[src/rtl/eabq_pkg.sv]
// ----------------------------------------------------------------------------
// eabq_pkg
// shared types, codes and the quadrature transition table for the
// encoder and button qualifier
// ----------------------------------------------------------------------------
package eabq_pkg;

   localparam int unsigned TICKS_W = 16;

   localparam logic [TICKS_W-1:0] TICKS_RESET = 16'd100;
   localparam logic [TICKS_W-1:0] COUNT_MAX   = 16'hFFFF;

   // scanned column codes
   localparam logic [1:0] MODE_ENCODER = 2'd0;
   localparam logic [1:0] MODE_BUTTON  = 2'd1;

   typedef enum logic [1:0] {
      EV_PRESSED  = 2'd0,
      EV_RELEASED = 2'd1,
      EV_CW       = 2'd2,
      EV_CCW      = 2'd3
   } event_type;

   typedef enum logic [2:0] {
      PH_IDLE = 3'd0,
      PH_CW1  = 3'd1,
      PH_CW2  = 3'd2,
      PH_CW3  = 3'd3,
      PH_CCW1 = 3'd4,
      PH_CCW2 = 3'd5,
      PH_CCW3 = 3'd6
   } phase_type;

   typedef struct packed {
      logic [1:0] mode;
      logic       pin_a;
      logic       pin_b;
   } scan_type;

   typedef struct packed {
      logic      valid;
      event_type code;
   } result_type;

   typedef struct packed {
      phase_type phase;
      logic      emit_cw;
      logic      emit_ccw;
   } quad_type;

   // one step of the quadrature machine, idx is {b, a}
   function automatic quad_type quad_step(input phase_type ph, input logic [1:0] idx);
      quad_type q;
      q.phase    = PH_IDLE;
      q.emit_cw  = 1'b0;
      q.emit_ccw = 1'b0;
      unique case (ph)
         PH_CW1: begin
            unique case (idx)
               2'd0:    q.phase = PH_IDLE;
               2'd1:    q.phase = PH_IDLE;
               2'd2:    q.phase = PH_CW1;
               default: q.phase = PH_CW2;
            endcase
         end
         PH_CW2: begin
            unique case (idx)
               2'd0:    q.phase = PH_IDLE;
               2'd1:    q.phase = PH_CW3;
               2'd2:    q.phase = PH_CW1;
               default: q.phase = PH_CW2;
            endcase
         end
         PH_CW3: begin
            unique case (idx)
               2'd0: begin
                  q.phase   = PH_IDLE;
                  q.emit_cw = 1'b1;
               end
               2'd1:    q.phase = PH_CW3;
               2'd2:    q.phase = PH_IDLE;
               default: q.phase = PH_CW2;
            endcase
         end
         PH_CCW1: begin
            unique case (idx)
               2'd0:    q.phase = PH_IDLE;
               2'd1:    q.phase = PH_CCW1;
               2'd2:    q.phase = PH_IDLE;
               default: q.phase = PH_CCW2;
            endcase
         end
         PH_CCW2: begin
            unique case (idx)
               2'd0:    q.phase = PH_IDLE;
               2'd1:    q.phase = PH_CCW1;
               2'd2:    q.phase = PH_CCW3;
               default: q.phase = PH_CCW2;
            endcase
         end
         PH_CCW3: begin
            unique case (idx)
               2'd0: begin
                  q.phase    = PH_IDLE;
                  q.emit_ccw = 1'b1;
               end
               2'd1:    q.phase = PH_IDLE;
               2'd2:    q.phase = PH_CCW3;
               default: q.phase = PH_CCW2;
            endcase
         end
         default: begin
            // idle, and the unused code behaves as idle
            unique case (idx)
               2'd0:    q.phase = PH_IDLE;
               2'd1:    q.phase = PH_CCW1;
               2'd2:    q.phase = PH_CW1;
               default: q.phase = PH_IDLE;
            endcase
         end
      endcase
      return q;
   endfunction

endpackage

[src/rtl/eabq_intf.sv]
// ----------------------------------------------------------------------------
// eabq channel interfaces
// valid/ready channels for scans, events and the debounce register
// ----------------------------------------------------------------------------
interface eabq_req_if;
   logic       valid;
   logic       ready;
   logic [1:0] mode;
   logic       pin_a;
   logic       pin_b;

   modport source (output valid, output mode, output pin_a, output pin_b, input ready);
   modport sink   (input valid, input mode, input pin_a, input pin_b, output ready);
endinterface

interface eabq_rsp_if;
   logic       valid;
   logic       ready;
   logic [1:0] event_code;

   modport source (output valid, output event_code, input ready);
   modport sink   (input valid, input event_code, output ready);
endinterface

interface eabq_csr_if;
   logic        valid;
   logic        ready;
   logic [15:0] debounce_ticks;

   modport source (output valid, output debounce_ticks, input ready);
   modport sink   (input valid, input debounce_ticks, output ready);
endinterface

[src/rtl/eabq_step.sv]
// ----------------------------------------------------------------------------
// eabq_step
// encoder phase and button debounce state, updated once per scan transfer
// ----------------------------------------------------------------------------
module eabq_step (
   input  logic                                 clock,
   input  logic                                 reset,
   input  eabq_pkg::scan_type                   scan,
   input  logic                                 scan_fire,
   input  logic [eabq_pkg::TICKS_W-1:0]         debounce_ticks,
   output eabq_pkg::result_type                 result
);
   import eabq_pkg::*;

   phase_type          phase_ff, phase_in;
   logic [TICKS_W-1:0] count_ff, count_in;
   logic               level_ff, level_in;
   quad_type           quad;

   assign quad = quad_step(phase_ff, {scan.pin_b, scan.pin_a});

   always_comb begin
      phase_in     = phase_ff;
      count_in     = count_ff;
      level_in     = level_ff;
      result.valid = 1'b0;
      result.code  = EV_CW;
      if (scan.mode == MODE_ENCODER) begin
         phase_in = quad.phase;
         if (quad.emit_cw) begin
            result.valid = 1'b1;
            result.code  = EV_CW;
         end else if (quad.emit_ccw) begin
            result.valid = 1'b1;
            result.code  = EV_CCW;
         end
      end else if (scan.mode == MODE_BUTTON) begin
         level_in = scan.pin_b;
         if (scan.pin_b != level_ff) begin
            count_in = '0;
         end else if (count_ff < debounce_ticks) begin
            count_in = count_ff + 1'b1;
         end else if (count_ff == debounce_ticks && count_ff != COUNT_MAX) begin
            // step once past the limit so the level reports only once
            count_in     = count_ff + 1'b1;
            result.valid = 1'b1;
            result.code  = scan.pin_b ? EV_RELEASED : EV_PRESSED;
         end
      end
   end

   always_ff @(posedge clock) begin
      if (reset) begin
         phase_ff <= PH_IDLE;
         count_ff <= '0;
         level_ff <= 1'b0;
      end else if (scan_fire) begin
         phase_ff <= phase_in;
         count_ff <= count_in;
         level_ff <= level_in;
      end
   end

   // a button event only fires exactly at the limit
   a_button_at_limit: assert property (@(posedge clock) disable iff (reset)
      scan_fire && result.valid && scan.mode == MODE_BUTTON |-> count_ff == debounce_ticks)
      else $error("button event away from the debounce limit");

   // a level change restarts the stable count
   a_change_clears: assert property (@(posedge clock) disable iff (reset)
      scan_fire && scan.mode == MODE_BUTTON && scan.pin_b != level_ff |=> count_ff == '0)
      else $error("stable count not cleared on level change");

   // other columns leave every piece of state alone
   a_other_holds: assert property (@(posedge clock) disable iff (reset)
      scan_fire && scan.mode != MODE_ENCODER && scan.mode != MODE_BUTTON
      |=> $stable(phase_ff) && $stable(count_ff) && $stable(level_ff))
      else $error("state changed on an ignored column");

   // direction events only leave from the last phase of a cycle
   a_dir_from_end: assert property (@(posedge clock) disable iff (reset)
      result.valid && scan.mode == MODE_ENCODER
      |-> (phase_ff == PH_CW3 || phase_ff == PH_CCW3) && quad.phase == PH_IDLE)
      else $error("direction event outside a completed cycle");

endmodule

[src/rtl/encoder_and_button_qualifier.sv]
// path: the transfer edge loads the input register, and once the result stage
//   can advance the scan moves through the phase table / debounce counter logic
//   into the event register
// throughput: one scan per clock, a stall on rsp backs up into req ready
// reset: synchronous active-high reset clears both stages, sets the encoder to
//   idle, the stable count and button level to zero and debounce_ticks to 100
// ----------------------------------------------------------------------------
// encoder_and_button_qualifier
// quadrature encoder decoding and push-button debouncing over column scans
// ----------------------------------------------------------------------------
module encoder_and_button_qualifier (
   input  logic           clock,
   input  logic           reset,
   eabq_req_if.sink       req,
   eabq_rsp_if.source     rsp,
   eabq_csr_if.sink       csr
);
   import eabq_pkg::*;

   // debounce limit register, always writable
   logic [TICKS_W-1:0] ticks_ff;

   // input stage
   logic     s1_valid_ff, s1_valid_in;
   scan_type s1_scan_ff;

   // result stage
   logic      rsp_valid_ff, rsp_valid_in;
   event_type rsp_code_ff;

   logic       advance;
   logic       scan_fire;
   result_type result;

   // the result stage moves when it is empty or being taken this cycle
   assign advance   = !rsp_valid_ff || rsp.ready;
   // the input stage empties into the result stage (or vanishes, no event)
   assign scan_fire = s1_valid_ff && advance;
   // input register can take a new transfer when it is empty or draining
   assign req.ready = !s1_valid_ff || advance;

   assign csr.ready = 1'b1;

   assign rsp.valid      = rsp_valid_ff;
   assign rsp.event_code = rsp_code_ff;

   eabq_step u_step (
      .clock          (clock),
      .reset          (reset),
      .scan           (s1_scan_ff),
      .scan_fire      (scan_fire),
      .debounce_ticks (ticks_ff),
      .result         (result)
   );

   always_comb begin
      s1_valid_in  = s1_valid_ff;
      rsp_valid_in = rsp_valid_ff;
      if (req.ready) begin
         s1_valid_in = req.valid;
      end
      if (advance) begin
         // scans with no event simply drop out after updating state
         rsp_valid_in = scan_fire && result.valid;
      end
   end

   always_ff @(posedge clock) begin
      if (reset) begin
         s1_valid_ff  <= 1'b0;
         rsp_valid_ff <= 1'b0;
         ticks_ff     <= TICKS_RESET;
      end else begin
         s1_valid_ff  <= s1_valid_in;
         rsp_valid_ff <= rsp_valid_in;
         if (csr.valid && csr.ready) begin
            ticks_ff <= csr.debounce_ticks;
         end
      end
   end

   // payload registers, no reset needed
   always_ff @(posedge clock) begin
      if (req.valid && req.ready) begin
         s1_scan_ff.mode  <= req.mode;
         s1_scan_ff.pin_a <= req.pin_a;
         s1_scan_ff.pin_b <= req.pin_b;
      end
      if (advance && scan_fire) begin
         rsp_code_ff <= result.code;
      end
   end

   // a stalled event is never overwritten
   a_no_overwrite: assert property (@(posedge clock) disable iff (reset)
      rsp_valid_ff && !rsp.ready |=> rsp_valid_ff && $stable(rsp_code_ff))
      else $error("pending event lost under backpressure");

   // an input transfer always lands in the input stage
   a_s1_loaded: assert property (@(posedge clock) disable iff (reset)
      req.valid && req.ready |=> s1_valid_ff)
      else $error("accepted scan not captured");

   // the input stage never stalls while the output side is free
   a_s1_drains: assert property (@(posedge clock) disable iff (reset)
      s1_valid_ff && !rsp_valid_ff |-> scan_fire)
      else $error("scan held although output register is empty");

endmodule
[src/flat_wrapper.sv]
// flat-port wrapper written by rule: the top's interface ports become plain ports
module encoder_and_button_qualifier_flat import eabq_pkg::*;
  (clock, reset, req_valid, req_mode, req_pin_a, req_pin_b, req_ready, rsp_valid, rsp_event_code, rsp_ready, csr_valid, csr_debounce_ticks, csr_ready);
  eabq_req_if req_i ();
  eabq_rsp_if rsp_i ();
  eabq_csr_if csr_i ();
  input  logic clock;
  input  logic reset;
  input wire logic [$bits(req_i.valid)-1:0] req_valid;
  input wire logic [$bits(req_i.mode)-1:0] req_mode;
  input wire logic [$bits(req_i.pin_a)-1:0] req_pin_a;
  input wire logic [$bits(req_i.pin_b)-1:0] req_pin_b;
  output wire logic [$bits(req_i.ready)-1:0] req_ready;
  output wire logic [$bits(rsp_i.valid)-1:0] rsp_valid;
  output wire logic [$bits(rsp_i.event_code)-1:0] rsp_event_code;
  input wire logic [$bits(rsp_i.ready)-1:0] rsp_ready;
  input wire logic [$bits(csr_i.valid)-1:0] csr_valid;
  input wire logic [$bits(csr_i.debounce_ticks)-1:0] csr_debounce_ticks;
  output wire logic [$bits(csr_i.ready)-1:0] csr_ready;
  assign req_i.valid = req_valid;
  assign req_i.mode = req_mode;
  assign req_i.pin_a = req_pin_a;
  assign req_i.pin_b = req_pin_b;
  assign req_ready = req_i.ready;
  assign rsp_valid = rsp_i.valid;
  assign rsp_event_code = rsp_i.event_code;
  assign rsp_i.ready = rsp_ready;
  assign csr_i.valid = csr_valid;
  assign csr_i.debounce_ticks = csr_debounce_ticks;
  assign csr_ready = csr_i.ready;
  encoder_and_button_qualifier u_core (.clock(clock), .reset(reset), .req(req_i), .rsp(rsp_i), .csr(csr_i));
endmodule
[config.mk]
export PLATFORM = sky130hd
export DESIGN_NAME = encoder_and_button_qualifier_flat
export DESIGN_NICKNAME = d
export VERILOG_FILES = /design/src/rtl/eabq_pkg.sv /design/src/rtl/eabq_intf.sv /design/src/rtl/eabq_step.sv /design/src/rtl/encoder_and_button_qualifier.sv /design/src/flat_wrapper.sv
export SDC_FILE = /design/constraint.sdc
export NUM_CORES = 1
export LEC_CHECK = 0
export ABC_CLOCK_PERIOD_IN_PS = 4300
export BUFFER_PORTS_ARGS = -buffer_cell sky130_fd_sc_hd__buf_2
export CAP_MARGIN = 0
export CELL_PAD_IN_SITES_DETAIL_PLACEMENT = 0
export CELL_PAD_IN_SITES_GLOBAL_PLACEMENT = 1
export CORE_ASPECT_RATIO = 0.9
export CORE_MARGIN = 2
export CORE_UTILIZATION = 47
export CTS_CLUSTER_SIZE = 10
export DETAILED_ROUTE_END_ITERATION = 10
export PLACE_DENSITY = 0.95
export SLEW_MARGIN = 40
export SYNTH_ARGS = -nofsm -noshare
export SYNTH_HDL_FRONTEND = slang
export SYNTH_SLANG_ARGS = --single-unit
[constraint.sdc]
create_clock -name clock -period 4.3 [get_ports clock]
set_input_delay 0.86 -clock clock [delete_from_list [all_inputs] [get_ports clock]]
set_output_delay 0.86 -clock clock [all_outputs]
set_load 0.01 [all_outputs]
==> run summary <==
=====================================================================================
Library cell occupying the most area in the post-synthesis netlist       sky130_fd_sc_hd__dfxtp_1
Worst vdd ir                                                                 0.247 mV
HP Class                                                                 flip-flop to flip-flop
Post-Syn Instances                                                                289
Remaining antenna violation count after routing                                     0
Setup repair after global routing missed its margin                             false
Placer's final routability congestion estimate                                  0.903
Number of antenna violations at the first check in global routing                   0
Final cycle utilization of the critical path                                    65.7%
Main flop type after synthesis                                           sky130_fd_sc_hd__dfxtp_1
TritonCTS clock tree                                                              yes
Count of buffers inserted at the top-level ports                                   28
Number of global-route vias before repair                                        1864
TritonCTS Buffers                                                                   5
Reported leakage power                                                        1.13 nW
Total global-route track usage                                                  19.3%
Crit path DAT                                                                 3.07 ns
Largest driver fanout on the critical path                                          7
Number of setup violations in the final report                                      0
Clock-pin slew on the worst setup and hold paths                              0.08 ns
Total power divided by cell area                                           291 nW/µm²
Async set-reset flop share out of synthesis                                        0%
Cell depth of the worst min-delay path                                              2
Final cell utilization of the core                                              53.5%
CP Cell Sequence                                                         nand4_1, nor3_1, a41oi_2, a211oi_2, nor2_1, a211oi_1, a31o_2
Post-Route Setup TNS                                                             0 ns
Via-per-instance ratio                                                           5.46
Worst setup EP type                                                         flip-flop
Final Hold Violating Endpoints                                                      0
Slowest cell on the critical path                                        sky130_fd_sc_hd__nor3_1
Post-DP HPWL                                                                  4090 µm
Pin count of the biggest net entering global routing                               24
Max transition margin                                                           48.9%
Synthesized cell area                                                        2500 µm²
Total Die Area                                                               5910 µm²
Kind of start point of the critical path                                    flip-flop
Routed WL per cell                                                            13.9 µm
Outcome                                                                  finished, final reports clean
Mean area per synthesized cell                                               8.64 µm²
Initial Util                                                                    48.1%
Number of synthesized flops with an enable pin                                      6
Most frequent standard cell in the layout excluding fill and tap cells   sky130_fd_sc_hd__dfxtp_1
Die boundary width                                                            80.8 µm
Number of cells on the worst reg-to-reg path                                        7
Buffer depth of the longest clock path                                              2
Drt first pass iters                                                                4
Cell Rows                                                                          25
Area added between synthesis and finish                                         11.3%
Area occupied by multi-input gates                                           1420 µm²
Overflow left after global routing                                                  0
Count of buffering cells on the critical path with inverters included               0
CTS HTree Levels                                                                    2
Top cells by area in the synthesized netlist                             sky130_fd_sc_hd__dfxtp_1 (30%), sky130_fd_sc_hd__ha_1 (12%), sky130_fd_sc_hd__edfxtp_1 (7.2%), sky130_fd_sc_hd__mux2i_1 (6.0%), sky130_fd_sc_hd__nor2_1 (5.1%)
Proportion of layout cells with a drive suffix above 1                          14.6%
Filler instances                                                                  497
Starting DRC count in detailed routing                                            191
Warnings from Yosys                                                                 0
Sequential standard cell area                                                 941 µm²
Netlist cell types                                                                 49
Core ar.                                                                     5190 µm²
Hold-fix buffers, CTS                                                               0
Boundary pin count                                                                 30
Global-route wire length before repair                                        8800 µm
Final WL                                                                      5320 µm
Vert. Die Dim                                                                 73.1 µm
Data required time at the worst endpoint                                      4.55 ns
Max Fclk                                                                      354 MHz
Share of the synthesized area in the top cell type                              30.5%
Post-synthesis sequential element count                                            44
Count of antenna diodes in the layout                                               0
Worst path max stage delay                                                    0.68 ns
Layout Skew                                                                0.00917 ns
Sequential-to-total area share from yosys stat                                  37.7%
Number of buffers inserted by post-CTS setup repair                                 0
Final slew viol count                                                               0
CP delay by family, top                                                  compound AO/OA/AOI/OAI gates
Number of vias after detailed routing                                            2093
Instance count on the critical path                                                 7
Synth Net Count                                                                   337
Clk Tree Root Cell                                                       sky130_fd_sc_hd__clkbuf_8
Most frequent cells in the layout                                        sky130_fd_sc_hd__dfxtp_1 (38), sky130_fd_sc_hd__nor2_1 (34), sky130_fd_sc_hd__buf_2 (28), sky130_fd_sc_hd__inv_1 (24)
Clk sink count                                                                     44
Worst skew pair latency                                                       0.30 ns
Number of remaining DRC errors                                                      0
Crit path time final                                                          2.82 ns
Resized cells post-CTS                                                              0
Type of the worst setup path                                             flip-flop to flip-flop
Final net count                                                                   363
Slew at the pin closest to its max-slew limit                                0.761 ns
Number of maximum-capacitance violations                                            0
=====================================================================================
## power breakdown
part | internal (mW) | switching [mW] | total [mW] | leakage, nW
registers | 0.430 | 0.00986 | 0.440 | 0.365
logic | 0.0355 | 0.0497 | 0.0853 | 0.711
clock network | 0.147 | 0.137 | 0.283 | 0.0515
## worst register-to-register path: cells and delay by family, from the launching register on
family | cells | cell delay, ns
AOI/OAI and AO/OA | 4 | 1.17
DFF | 1 | 0.47
and+or+nand+nor | 3 | 1.14
## metal layers
metal	vias to the layer above	GRT usage (%)	part of all wire (%)
met5	-	0	0
met4	0	5.84	1.1
met3	7	3.59	3.8
met2	49	29.7	46
met1	962	27.5	50
li1	1075	-	-
## cell families (layout without fill, tap and decap cells)
family | after synthesis | count (layout) | synth area share (%)
and+or+nand+nor | 105 | 105 | 21.4
AOI/OAI and AO/OA | 59 | 59 | 14.8
DFF | 44 | 44 | 37.7
buffers and inverters | 34 | 61 | 5.56
adders and majority gates | 23 | 23 | 11.5
muxes | 15 | 15 | 6.01
xor gates and xnor gates | 8 | 8 | 2.81
other | 1 | 1 | 0.150
## synthesized netlist by cell type, types with 6 or more instances
master	count
sky130_fd_sc_hd__edfxtp_1	6
sky130_fd_sc_hd__nand3_1	13
sky130_fd_sc_hd__ha_1	23
sky130_fd_sc_hd__mux2i_1	15
sky130_fd_sc_hd__o21ai_0	15
sky130_fd_sc_hd__nand4_1	6
sky130_fd_sc_hd__nor2_1	34
sky130_fd_sc_hd__xnor2_1	6
sky130_fd_sc_hd__dfxtp_1	38
sky130_fd_sc_hd__clkbuf_1	8
sky130_fd_sc_hd__nor3_1	6
sky130_fd_sc_hd__nand2_1	18
sky130_fd_sc_hd__a21oi_1	23
sky130_fd_sc_hd__inv_1	24
## worst paths after layout
kind                        startpoint                    endpoint  slack (ns)
max          u_core.u_step.count_ff[3]  u_core.u_step.count_ff[13]        1.48
min                u_core.ticks_ff[10]         u_core.ticks_ff[10]        0.50
max reg2reg  u_core.u_step.count_ff[3]  u_core.u_step.count_ff[13]        1.48
min reg2reg        u_core.ticks_ff[10]         u_core.ticks_ff[10]        0.50
## layout make-up
type,instances,area share (%)
Clock buffer,8,3.60
Inverter,24,3.24
Multi-Input combinational cell,211,51.0
Sequential cell,44,33.9
Tap cell,67,3.02
Timing Repair Buffer,29,5.31
## flip-flops by register name (all words and copies together), names as in the netlist
signal	flops
u_core.ticks_ff	16
u_core.u_step.level_ff	1
u_core.u_step.phase_ff	3
u_core.rsp.event_code	2
u_core.rsp.valid	1
u_core.u_step.count_ff	16
u_core.s1_valid_ff	1
u_core.s1_scan_ff	4
## stage by stage
stage	hold WS [ns]	instance area, µm²	setup slack [ns]	power [mW]	std cells
floorplan	0.459	2500	1.78	0.508	289
global placement	0.474	2680	1.65	0.531	375
detailed placement	0.484	2680	1.59	0.535	375
CTS	0.506	2780	1.56	0.816	383
global route	0.524	2780	1.26	0.843	383
finish	0.497	2780	1.48	0.809	383
(Power assumes the default switching activity.)
